**src/hw/rtl/hsr_pkg.sv**
```systemverilog
// shared types, constants and codes for the heap sort record block
package hsr_pkg;

	// capacity of the record store
	localparam int MAX_RECORDS = 32;
	// store address, record count (0..MAX) and child index (up to 2*MAX) widths
	localparam int AW = $clog2(MAX_RECORDS);
	localparam int CW = $clog2(MAX_RECORDS + 1);
	localparam int JW = CW + 1;

	// one loaded record beat
	typedef struct packed {
		logic signed [31:0] rec_key;
		logic signed [31:0] rec_info;
		logic               is_last;
	} rec_beat_t;

	// one sorted result beat
	typedef struct packed {
		logic signed [31:0] out_key;
		logic signed [31:0] out_info;
		logic               out_last;
	} res_beat_t;

	// one store entry
	typedef struct packed {
		logic signed [31:0] key;
		logic signed [31:0] info;
	} entry_t;

	// controller states
	typedef enum logic [3:0] {
		ST_LOAD,
		ST_START,
		ST_BUILD_RD,
		ST_HOLD,
		ST_SIFT_RD,
		ST_SIFT_CMP,
		ST_SIFT_WR,
		ST_BUILD_NEXT,
		ST_SORT_INIT,
		ST_SWAP_RD,
		ST_SWAP_WR,
		ST_SORT_NEXT,
		ST_EMIT_INIT,
		ST_EMIT_RD,
		ST_EMIT_LD,
		ST_EMIT_WAIT
	} state_t;

	// heap phase
	typedef enum logic {
		PH_BUILD,
		PH_SORT
	} phase_t;

	// datapath operations
	typedef enum logic [3:0] {
		OP_LOAD,
		OP_START,
		OP_RD_NODE,
		OP_HOLD,
		OP_RD_KIDS,
		OP_CMP,
		OP_WR_HELD,
		OP_BUILD_DEC,
		OP_SORT_INIT,
		OP_RD_SWAP,
		OP_WR_SWAP,
		OP_SORT_DEC,
		OP_EMIT_INIT,
		OP_RD_EMIT,
		OP_LD_OUT,
		OP_WAIT_OUT
	} op_t;

	// controller to datapath
	typedef struct packed {
		op_t op;
	} dp_cmd_t;

	// datapath to controller
	typedef struct packed {
		logic in_beat;
		logic in_last;
		logic half_zero;
		logic j_gt_m;
		logic stop;
		logic i_one;
		logic i_two;
		logic out_taken;
		logic emit_last;
	} dp_status_t;

endpackage

```
**src/hw/rtl/hsr_ctrl.sv**
```systemverilog
// controller state machine that sequences load, heap build, sort and emit
module hsr_ctrl (
	input  logic               clk,
	input  logic               arst_n,
	input  hsr_pkg::dp_status_t st,
	output hsr_pkg::dp_cmd_t    cmd
);
	import hsr_pkg::*;

	state_t state_q, state_d;
	phase_t phase_q, phase_d;

	// state and phase registers
	always_ff @(posedge clk or negedge arst_n) begin
		if (!arst_n) begin
			state_q <= ST_LOAD;
			phase_q <= PH_BUILD;
		end else begin
			state_q <= state_d;
			phase_q <= phase_d;
		end
	end

	// next state
	always_comb begin
		state_d = state_q;
		phase_d = phase_q;
		case (state_q)
			ST_LOAD: begin
				if (st.in_beat && st.in_last) state_d = ST_START;
			end
			ST_START: begin
				phase_d = PH_BUILD;
				state_d = st.half_zero ? ST_EMIT_INIT : ST_BUILD_RD;
			end
			ST_BUILD_RD:  state_d = ST_HOLD;
			ST_HOLD:      state_d = ST_SIFT_RD;
			ST_SIFT_RD:   state_d = st.j_gt_m ? ST_SIFT_WR : ST_SIFT_CMP;
			ST_SIFT_CMP:  state_d = st.stop ? ST_SIFT_WR : ST_SIFT_RD;
			ST_SIFT_WR:   state_d = (phase_q == PH_BUILD) ? ST_BUILD_NEXT : ST_SORT_NEXT;
			ST_BUILD_NEXT: state_d = st.i_one ? ST_SORT_INIT : ST_BUILD_RD;
			ST_SORT_INIT: begin
				phase_d = PH_SORT;
				state_d = ST_SWAP_RD;
			end
			ST_SWAP_RD:   state_d = ST_SWAP_WR;
			ST_SWAP_WR:   state_d = ST_SIFT_RD;
			ST_SORT_NEXT: state_d = st.i_two ? ST_EMIT_INIT : ST_SWAP_RD;
			ST_EMIT_INIT: state_d = ST_EMIT_RD;
			ST_EMIT_RD:   state_d = ST_EMIT_LD;
			ST_EMIT_LD:   state_d = ST_EMIT_WAIT;
			ST_EMIT_WAIT: begin
				if (st.out_taken) state_d = st.emit_last ? ST_LOAD : ST_EMIT_RD;
			end
			default:      state_d = ST_LOAD;
		endcase
	end

	// datapath command per state
	always_comb begin
		case (state_q)
			ST_LOAD:       cmd.op = OP_LOAD;
			ST_START:      cmd.op = OP_START;
			ST_BUILD_RD:   cmd.op = OP_RD_NODE;
			ST_HOLD:       cmd.op = OP_HOLD;
			ST_SIFT_RD:    cmd.op = OP_RD_KIDS;
			ST_SIFT_CMP:   cmd.op = OP_CMP;
			ST_SIFT_WR:    cmd.op = OP_WR_HELD;
			ST_BUILD_NEXT: cmd.op = OP_BUILD_DEC;
			ST_SORT_INIT:  cmd.op = OP_SORT_INIT;
			ST_SWAP_RD:    cmd.op = OP_RD_SWAP;
			ST_SWAP_WR:    cmd.op = OP_WR_SWAP;
			ST_SORT_NEXT:  cmd.op = OP_SORT_DEC;
			ST_EMIT_INIT:  cmd.op = OP_EMIT_INIT;
			ST_EMIT_RD:    cmd.op = OP_RD_EMIT;
			ST_EMIT_LD:    cmd.op = OP_LD_OUT;
			ST_EMIT_WAIT:  cmd.op = OP_WAIT_OUT;
			default:       cmd.op = OP_WAIT_OUT;
		endcase
	end

endmodule

```
**src/hw/rtl/hsr_dp.sv**
```systemverilog
// datapath: record store, sift index registers, key compare and result register
module hsr_dp (
	input  logic                clk,
	input  logic                arst_n,
	input  hsr_pkg::dp_cmd_t    cmd,
	output hsr_pkg::dp_status_t st,
	input  hsr_pkg::rec_beat_t  rec,
	input  logic                rec_valid,
	output logic                rec_stall,
	output hsr_pkg::res_beat_t  res,
	output logic                res_valid,
	input  logic                res_stall
);
	import hsr_pkg::*;

	// record store, one write and two registered reads per cycle
	entry_t mem_q [MAX_RECORDS];
	entry_t rd_a_q, rd_b_q;

	logic [CW-1:0] count_q;
	logic [CW-1:0] i_q, s_q, m_q;
	logic [JW-1:0] j_q;
	logic [AW-1:0] k_q;
	entry_t        held_q;
	res_beat_t     res_q;
	logic          res_valid_q;

	logic          in_beat, out_taken;
	logic [CW-1:0] s_m1, i_m1, child_node;
	logic [JW-1:0] j_m1;
	logic          pick_right, stop, emit_last;
	entry_t        child;
	logic          wr_en;
	logic [AW-1:0] wr_addr, rd_a_addr, rd_b_addr;
	entry_t        wr_data;

	// handshakes
	assign rec_stall = (cmd.op != OP_LOAD);
	assign in_beat   = rec_valid && !rec_stall;
	assign out_taken = res_valid_q && !res_stall;
	assign res       = res_q;
	assign res_valid = res_valid_q;

	// index arithmetic and child selection
	assign s_m1       = s_q - CW'(1);
	assign i_m1       = i_q - CW'(1);
	assign j_m1       = j_q - JW'(1);
	assign pick_right = (j_q < JW'(m_q)) && (rd_a_q.key < rd_b_q.key);
	assign child      = pick_right ? rd_b_q : rd_a_q;
	assign child_node = j_q[CW-1:0] + CW'(pick_right);
	assign stop       = !(held_q.key < child.key);
	assign emit_last  = (CW'(k_q) == count_q - CW'(1));

	// status to controller
	always_comb begin
		st.in_beat   = in_beat;
		st.in_last   = rec.is_last;
		st.half_zero = (count_q[CW-1:1] == '0);
		st.j_gt_m    = (j_q > JW'(m_q));
		st.stop      = stop;
		st.i_one     = (i_q == CW'(1));
		st.i_two     = (i_q == CW'(2));
		st.out_taken = out_taken;
		st.emit_last = emit_last;
	end

	// store port addresses and write data
	always_comb begin
		wr_en     = 1'b0;
		wr_addr   = '0;
		wr_data   = held_q;
		rd_a_addr = '0;
		rd_b_addr = '0;
		case (cmd.op)
			OP_LOAD: begin
				wr_en   = in_beat && (count_q < CW'(MAX_RECORDS));
				wr_addr = count_q[AW-1:0];
				wr_data = '{key: rec.rec_key, info: rec.rec_info};
			end
			OP_RD_NODE: rd_a_addr = i_m1[AW-1:0];
			OP_RD_KIDS: begin
				rd_a_addr = j_m1[AW-1:0];
				rd_b_addr = j_q[AW-1:0];
			end
			OP_CMP: begin
				wr_en   = !stop;
				wr_addr = s_m1[AW-1:0];
				wr_data = child;
			end
			OP_WR_HELD: begin
				wr_en   = 1'b1;
				wr_addr = s_m1[AW-1:0];
				wr_data = held_q;
			end
			OP_RD_SWAP: rd_b_addr = i_m1[AW-1:0];
			OP_WR_SWAP: begin
				wr_en   = 1'b1;
				wr_addr = i_m1[AW-1:0];
				wr_data = rd_a_q;
			end
			OP_RD_EMIT: rd_a_addr = k_q;
			default: ;
		endcase
	end

	// store write and registered reads
	always_ff @(posedge clk) begin
		if (wr_en) mem_q[wr_addr] <= wr_data;
		rd_a_q <= mem_q[rd_a_addr];
		rd_b_q <= mem_q[rd_b_addr];
	end

	// record count and result valid
	always_ff @(posedge clk or negedge arst_n) begin
		if (!arst_n) begin
			count_q     <= '0;
			res_valid_q <= 1'b0;
		end else begin
			if (cmd.op == OP_LOAD && in_beat && count_q < CW'(MAX_RECORDS))
				count_q <= count_q + CW'(1);
			if (cmd.op == OP_WAIT_OUT && out_taken && emit_last)
				count_q <= '0;
			if (cmd.op == OP_LD_OUT)
				res_valid_q <= 1'b1;
			else if (out_taken)
				res_valid_q <= 1'b0;
		end
	end

	// sift indices, held record and result beat
	always_ff @(posedge clk) begin
		case (cmd.op)
			OP_START: begin
				i_q <= count_q >> 1;
				m_q <= count_q;
			end
			OP_RD_NODE: s_q <= i_q;
			OP_HOLD: begin
				held_q <= rd_a_q;
				j_q    <= {s_q, 1'b0};
			end
			OP_CMP: begin
				if (!stop) begin
					s_q <= child_node;
					j_q <= {child_node, 1'b0};
				end
			end
			OP_BUILD_DEC: i_q <= i_m1;
			OP_SORT_INIT: i_q <= count_q;
			OP_WR_SWAP: begin
				held_q <= rd_b_q;
				s_q    <= CW'(1);
				j_q    <= JW'(2);
				m_q    <= i_m1;
			end
			OP_SORT_DEC: i_q <= i_m1;
			OP_EMIT_INIT: k_q <= '0;
			OP_LD_OUT: begin
				res_q <= '{out_key: rd_a_q.key, out_info: rd_a_q.info, out_last: emit_last};
			end
			OP_WAIT_OUT: begin
				if (out_taken && !emit_last) k_q <= k_q + AW'(1);
			end
			default: ;
		endcase
	end

endmodule

```
**src/hw/rtl/heap_sort_records.sv**
```systemverilog
// top level of the record loader and ascending heap sorter
//
//  channel  | role   | payload     | handshake
//  ---------+--------+-------------+----------------------
//  rec      | input  | rec_beat_t  | rec_valid / rec_stall
//  res      | output | res_beat_t  | res_valid / res_stall
//
// loading takes one record beat per cycle while rec_stall is low; beats past MAX_RECORDS are dropped
// the sort uses the store's single write port and two registered read ports;
// each sift level reads both children, then compares and moves the larger one up
// each sorted record is then read, loaded into the result register and held while res_stall is high
// rec_stall stays high from the closing beat until the final result is taken
// reset clears the controller, the record count and res_valid
module heap_sort_records (
	input  logic               clk,
	input  logic               arst_n,
	input  hsr_pkg::rec_beat_t rec,
	input  logic               rec_valid,
	output logic               rec_stall,
	output hsr_pkg::res_beat_t res,
	output logic               res_valid,
	input  logic               res_stall
);
	import hsr_pkg::*;

	dp_cmd_t    cmd;
	dp_status_t st;

	// sequencer
	hsr_ctrl u_ctrl (
		.clk    (clk),
		.arst_n (arst_n),
		.st     (st),
		.cmd    (cmd)
	);

	// store and compare datapath
	hsr_dp u_dp (
		.clk       (clk),
		.arst_n    (arst_n),
		.cmd       (cmd),
		.st        (st),
		.rec       (rec),
		.rec_valid (rec_valid),
		.rec_stall (rec_stall),
		.res       (res),
		.res_valid (res_valid),
		.res_stall (res_stall)
	);

endmodule

```
**config.mk**
```make
export PLATFORM = sky130hd
export DESIGN_NAME = heap_sort_records
export DESIGN_NICKNAME = d
export VERILOG_FILES = /design/src/hw/rtl/hsr_pkg.sv /design/src/hw/rtl/hsr_ctrl.sv /design/src/hw/rtl/hsr_dp.sv /design/src/hw/rtl/heap_sort_records.sv
export SDC_FILE = /design/constraint.sdc
export NUM_CORES = 2
export LEC_CHECK = 0
export BUFFER_PORTS_ARGS = -buffer_cell sky130_fd_sc_hd__buf_2
export CORE_ASPECT_RATIO = 0.8
export CORE_MARGIN = 3
export CORE_UTILIZATION = 40
export CTS_BUF_LIST = sky130_fd_sc_hd__clkbuf_4 sky130_fd_sc_hd__clkbuf_8
export DETAILED_ROUTE_END_ITERATION = 16
export MAX_ROUTING_LAYER = met4
export PLACE_DENSITY = 0.57
export SYNTH_ARGS = -nofsm -noshare
export SYNTH_HDL_FRONTEND = slang
export SYNTH_SLANG_ARGS = --single-unit
export TNS_END_PERCENT = 50
```
**constraint.sdc**
```tcl
create_clock -name clk -period 22 [get_ports clk]
set_clock_uncertainty 0.05 [all_clocks]
set_input_delay 2.2 -clock clk [delete_from_list [all_inputs] [get_ports clk]]
set_output_delay 2.2 -clock clk [all_outputs]
set_load 0.01 [all_outputs]
```
# Yosys cells after proc, flatten, opt, wreduce, memory -nomap -nowiden
# Memory sizes are Yosys's and may differ from the RTL's. A register that Yosys moved wholly into a read port is not among the register bits.
# Index checks and enable logic that the tools add are counted.
[totals] ram_bits=2048 elab_cells=131 n_memories=2 rom_bits=64 reg_bits=171 output_inout_bits=67 input_bits=69
[memory_table] memory="u_dp.mem_q" words=32 width=64 read_ports=2 rd_ports_with_merged_regs=2 wr=1 line="hsr_dp.sv:17" source="entry_t mem_q [MAX_RECORDS];"
[memory_table] memory="(no name shown)" words=16 width=4 read_ports=1 rd_ports_with_merged_regs=0 wr=0 line="hsr_ctrl.sv:61" source="case (state_q)"
[classes] magnitude_cmp=5 n_reduce_logical=34 add_sub_neg=7 eq_ne=37 muxes=32
[ops] op="$pmux 64 s3" n=1
[ops] op="$pmux 64 s2" n=1
[ops] op="$eq 4x4->1 const B" n=16
[ops] op="$lt 32x32->1" n=2
[ops] op="$mux 64" n=1
[ops] op="$pmux 4 s15" n=1
[ops] op="$pmux 6 s3" n=2
[ops] op="$eq 4x3->1 const B" n=8
[ops] op="$pmux 5 s3" n=2
[ops] op="$mux 4" n=6
[ops] op="$pmux 7 s3" n=1
[ops] op="$pmux 5 s2" n=2
[ops] op="$mux 6" n=3
[ops] op="$eq 4x2->1 const B" n=4
[ops] op="$pmux 6 s2" n=1
[ops] op="$reduce_bool 2->1" n=6
[ops] op="$sub 6x1->6 const B" n=2
[ops] op="$logic_and 1x1->1" n=10
[ops] op="$sub 5x1->5 const B" n=2
[ops] op="$reduce_bool 3->1" n=3
[ops] op="$eq 4x1->1 const B" n=2
[ops] op="$logic_not 4->1" n=2
[ops] op="$reduce_and 2->1" n=4
[ops] op="$reduce_or 2->1" n=4
[ops] op="other kinds (21)" n=29

# Logic depth before layout (Yosys ltp)
# An unclocked memory read counts as a cell.
[depth] depth_word=8 ltp_mapped=22 mapped_depth_nobuf=18

# By module
# A second synthesis with hierarchy kept.
[unflattened] cells_unflattened=8290 hier_area_um2=111399.3
[modules_own_cells] module="hsr_dp" seq_area_each_um2=68981.2 cells_each=8238 area_per_inst_um2=110977.7 n_inst=1
[modules_own_cells] module="hsr_ctrl" seq_area_each_um2=125.1 cells_each=52 area_per_inst_um2=421.7 n_inst=1

# Least setup slack after synthesis
# No wires, ideal clock.
[synth_timing] path_kind="register -> register" from="register u_dp.rd_b_q[47] (netlist name)" to="memory u_dp.mem_q[0][0] (netlist name), enable pin" arrival_ns=8.760 stages_incl_launch_ff=20 path_slack_ns=12.625 cell_sequence="dfxtp_1 -> inv_1 -> ha_1 -> nand4_1 -> nor4_1 -> a22o_1 -> o211ai_1 -> a2111oi_4 -> clkbuf_1 -> o21ai_0 -> and2_1 -> ha_1 -> a2111oi_0 -> a311oi_1 -> a2111oi_2 -> nand4_1 -> nor2b_1 -> buf_1 -> clkbuf_1 -> nor3_1"
[synth_via] elab_chain_cells=7
[synth_lines] item="$lt 32x32->1" line="hsr_dp.sv:48" source="assign pick_right = (j_q < JW'(m_q)) && (rd_a_q.key < rd_b_q.key);"
[synth_lines] item="$logic_and 1x1->1" line="hsr_dp.sv:48"
[synth_lines] item="$mux 64 *" line="hsr_dp.sv:49" source="assign child = pick_right ? rd_b_q : rd_a_q;"
[synth_lines] item="$lt 32x32->1 *" line="hsr_dp.sv:51" source="assign stop = !(held_q.key < child.key);"
[synth_lines] item="$pmux 1 s3 *" line="hsr_dp.sv:74" source="case (cmd.op)"
[synth_lines] item="$mux 1 *" line="hsr_dp.sv:108" source="if (wr_en) mem_q[wr_addr] <= wr_data;"
[synth_lines] item="$mux 1 (implied by the code) *" line="hsr_dp.sv:108"
[synth_lines] item="end, declared" line="hsr_dp.sv:17"
# Every way passes the cells marked *; elsewhere a longest branch is shown, timed or not.

# Final worst setup path
[layout_timing] from="register u_dp.rd_b_q[43] (netlist name)" to="memory u_dp.mem_q[24][17] (netlist name), enable pin"
[layout_via] elab_chain_cells=7
[layout_lines] item="$lt 32x32->1" line="hsr_dp.sv:48"
[layout_lines] item="$logic_and 1x1->1" line="hsr_dp.sv:48"
[layout_lines] item="$mux 64 *" line="hsr_dp.sv:49"
[layout_lines] item="$lt 32x32->1 *" line="hsr_dp.sv:51"
[layout_lines] item="$pmux 1 s3 *" line="hsr_dp.sv:74"
[layout_lines] item="$mux 1 *" line="hsr_dp.sv:108"
[layout_lines] item="$mux 1 (implied by the code) *" line="hsr_dp.sv:108"
# Marks and branches as above.

==> out/summary.md <==
## Layout
* **most common library cell in the layout ignoring fill and taps** edfxtp_1
* **fillers** 24500
* **number of nets in the layout** 8586
* **post-route core utilization** 45.1%
* **share of post-route cells with drive strength above 1** 19.1%
* **most frequent cells in the layout** edfxtp_1 (2206), nand2_1 (1968), nand3_1 (556), mux4_2 (512), clkbuf_8 (418)
* **non-filler instance count after layout** 12400
* **Area growth syn-to-layout** 11.6%

## Yosys
* **Synth Cell Area** 112000 um^2
* **gate count of the mapped netlist** 8398
* **synthesis warning total** 0
* **count of distinct cell types in the synthesized netlist** 73
* **Post-synth EDFFs** 2206
* **dominant synthesized flop cell** edfxtp_1
* **Syn Nets** 8542
* **Seq cells post-synth** 2346
* **share of the yosys chip area belonging to registers** 61.8%
* **cell type contributing the most total cell area after synthesis** edfxtp_1
* **dominant cells by area after synthesis** edfxtp_1 (59%), mux4_2 (10%), nand2_1 (6.6%), mux2i_1 (3.5%), a311oi_1 (2.5%)
* **proportion of netlist area held by the largest area contributor** 59.2%
* **share of async-settable or async-resettable flops after synthesis** 0.512%
* **Post-Syn Area per Cell** 13.3 um^2

## Global route
* **wire length of the first global-routing pass** 561000 um
* **initial antenna violation count** 26
* **maximum number of pins on one net before global-route repair** 161
* **leftover overflow at the end of global routing** 0
* **vias in the first global route** 76400
* **All-Layer GR Usage** 27.5%

## Place
* **global placer's final weighted congestion** 0.863
* **HPWL after DPL** 223000 um
* **count of placed standard cells including taps** 11700
* **number of buffers added on ports** 135

## STA
* **number of failing setup endpoints in the final timing report** 0
* **final slew viol count** 0
* **final hold vios** 0
* **slew of the pin with the lowest slew margin** 1.47 ns
* **unrepaired setup endpoints after global routing** no
* **Max-Slew Margin vs Limit** 2.30%
* **crit share post-route** 38.2%
* **timing-limited maximum frequency** 119 MHz
* **minimum clock period after layout** 8.40 ns
* **final sum of negative setup slack** 0 ns

## Floorplan
* **area enclosed by the die boundary** 286000 um^2
* **starting utilization of the core area** 40.5%
* **Die Width** 597 um
* **number of ports placed on the die boundary** 136
* **Chip Height** 479 um
* **row count** 172
* **standard cell core area** 276000 um^2

## Setup path
* **Setup crit end** u_dp.mem_q[24][17]$_DFFE_PP_
* **data arrival time of the critical path** 8.91 ns
* **Setup CP Type** reg2reg
* **cell type of the slowest stage on the worst timing path** buf_4
* **slowest stage delay, CP** 0.86 ns
* **cell depth of the worst flop-to-flop path** 20
* **CP cell instances** inv_1, ha_1, nand4_1, nor4_1, a22o_1, o211ai_1, nand4_1, buf_4, nand3_1, and2_1, ha_1, nand4_1, or2_2, a311oi_1, a2111oi_2, o31ai_1, and4b_2, nor3_2, buf_4, buf_4
* **setup slack, reg-to-reg** 13.60 ns
* **endpoint class of the critical path** register
* **Req. time, crit path** 22.51 ns
* **critical-path maximum fanout** 41
* **worst setup path startpoint** u_dp.rd_b_q[43]$_DFF_P_
* **Critical Path Start Type** register
* **endpoint of the worst register-to-register path** u_dp.mem_q[24][17]$_DFFE_PP_
* **worst r2r src** u_dp.rd_b_q[43]$_DFF_P_

## Pwr
* **overall power** 18200 uW
* **power density cells** 146 nW/um^2
* **Max VDD drop** 0.0995 mV
* **standby leakage power** 0.0405 uW

## Routing
* **Detail Route Antenna Nets** 0
* **wire length reported by the detailed router** 393000 um
* **Pre-Repair DR Iteration Count** 6
* **remaining design rule violation count** 0
* **via-per-instance ratio** 6.40
* **mean routed wirelength per cell** 31.6 um
* **initial DRC count** 11200
* **via count** 79600

## Clock network
* **hold bufs inserted after CTS** 0
* **Num CTS Buffers** 394
* **Root Buffer** clkbuf_8
* **clock insertion delay at the later pin of the skew report** 1.01 ns
* **number of gates given a new drive strength after cts** 0
* **H-tree levels** 5
* **clock sink total** 2346
* **post-CTS setup buffer count** 0
* **number of buffers on the longest clock path** 4
* **clock tree from TritonCTS** built
* **Reg clk slew, reported paths** 0.06 ns

## Min path
* **classification of the worst-slack hold path** reg2reg

## Outcome
* **outcome** finished, final reports clean

## Flow run
* **MaxCap Viol Count** 0

cell families (layout without fill, tap and decap cells):
logic type	after synthesis	in the layout	synth area share (%)
compound gates	1204	1204	8.28
xor+xnor	21	21	0.165
fa+ha+maj	75	75	0.839
buf+inv	762	1125	2.80
flops	2346	2346	61.8
mux	964	964	14.4
other cells	0	17	0
simple gates	3026	3026	11.7
worst min path at each step:
| stage | from | to | slack (ns) | depth (start not counted) |
|---|---|---|---|---|
| 2_1_floorplan | u_dp.rd_a_q[9]$_DFF_P_ | u_dp.res[10]$_DFFE_PP_ | 0.38 | 0 |
| 3_3_place_gp | u_dp.rd_a_q[28]$_DFF_P_ | u_dp.res[29]$_DFFE_PP_ | 0.40 | 0 |
| 3_5_place_dp | u_dp.rd_a_q[27]$_DFF_P_ | u_dp.res[28]$_DFFE_PP_ | 0.41 | 0 |
| 4_1_cts | u_dp.rd_a_q[4]$_DFF_P_ | u_dp.res[5]$_DFFE_PP_ | 0.42 | 0 |
| 5_1_grt | u_dp.rd_a_q[22]$_DFF_P_ | u_dp.res[23]$_DFFE_PP_ | 0.43 | 0 |
| 6_report | u_dp.rd_a_q[22]$_DFF_P_ | u_dp.res[23]$_DFFE_PP_ | 0.41 | 0 |
final cells by class:
cell class | count | area [um^2] | share of cell area, %
clock inverter | 171 | 1480 | 1.18
tap | 3654 | 4570 | 3.67
inverter | 51 | 191 | 0.153
multi-input combinational | 5290 | 40100 | 32.2
sequential | 2346 | 69100 | 55.4
antenna | 17 | 42.5 | 0.0341
clock buffer | 544 | 6700 | 5.37
timing repair buffer | 359 | 2520 | 2.02
critical path, delay by kind of cell (launching register included):
family	cells	cell delay, ns
simple gates	9	3.30
buf+inv	4	1.90
compound gates	5	1.56
fa+ha+maj	2	0.72
flops	1	0.33
layer usage:
layer	wire length, um	share of wire, %	up-vias	track usage (%)
li1	-	-	32800	-
met1	163000	42	41000	38.4
met2	176000	45	5029	40.4
met3	40100	10	725	5.20
met4	13200	3.4	0	9.02
met5	0	0	-	-
stage by stage:
step	hold slack (ns)	setup slack [ns]	instance area [um^2]
finish	0.411	13.60	125000
CTS	0.415	13.64	125000
global route	0.425	13.20	125000
floorplan	0.380	12.63	112000
detailed placement	0.407	13.71	117000
global placement	0.399	13.79	117000
state kept, by name (all words and copies together) (netlist names):
register        count
u_ctrl.phase_q      1
u_ctrl.state_q      4
u_dp.count_q        6
u_dp.held_q        64
u_dp.i_q            6
u_dp.j_q            6
u_dp.k_q            5
u_dp.m_q            6
u_dp.mem_q       2048
u_dp.rd_a_q        64
u_dp.rd_b_q        64
u_dp.res           65
u_dp.res_valid      1
u_dp.s_q            6
Yosys cell counts, types with 13 or more instances:
cell      instances
edfxtp_1       2206
nand2_1        1971
nand3_1         556
mux4_2          512
clkbuf_1        474
mux2i_1         386
a311oi_1        319
and3_1          260
a211oi_1        256
buf_2           153
a31oi_1         134
dfxtp_1         128
nor2_1          103
o21ai_0         100
a21oi_1          96
ha_1             75
buf_1            68
a311o_1          66
mux2_2           66
a31o_1           62
inv_1            51
nor3_1           48
o22a_1           38
a221oi_1         35
a221o_1          34
and2_1           34
nand4_1          18
a21o_1           17
xnor2_1          13
report_power, final:
part           internal, uW  switching (uW)
clock network          2270            1840
logic                  2210            5270
registers              6340             280
Power figures use the tool's default switching activity.
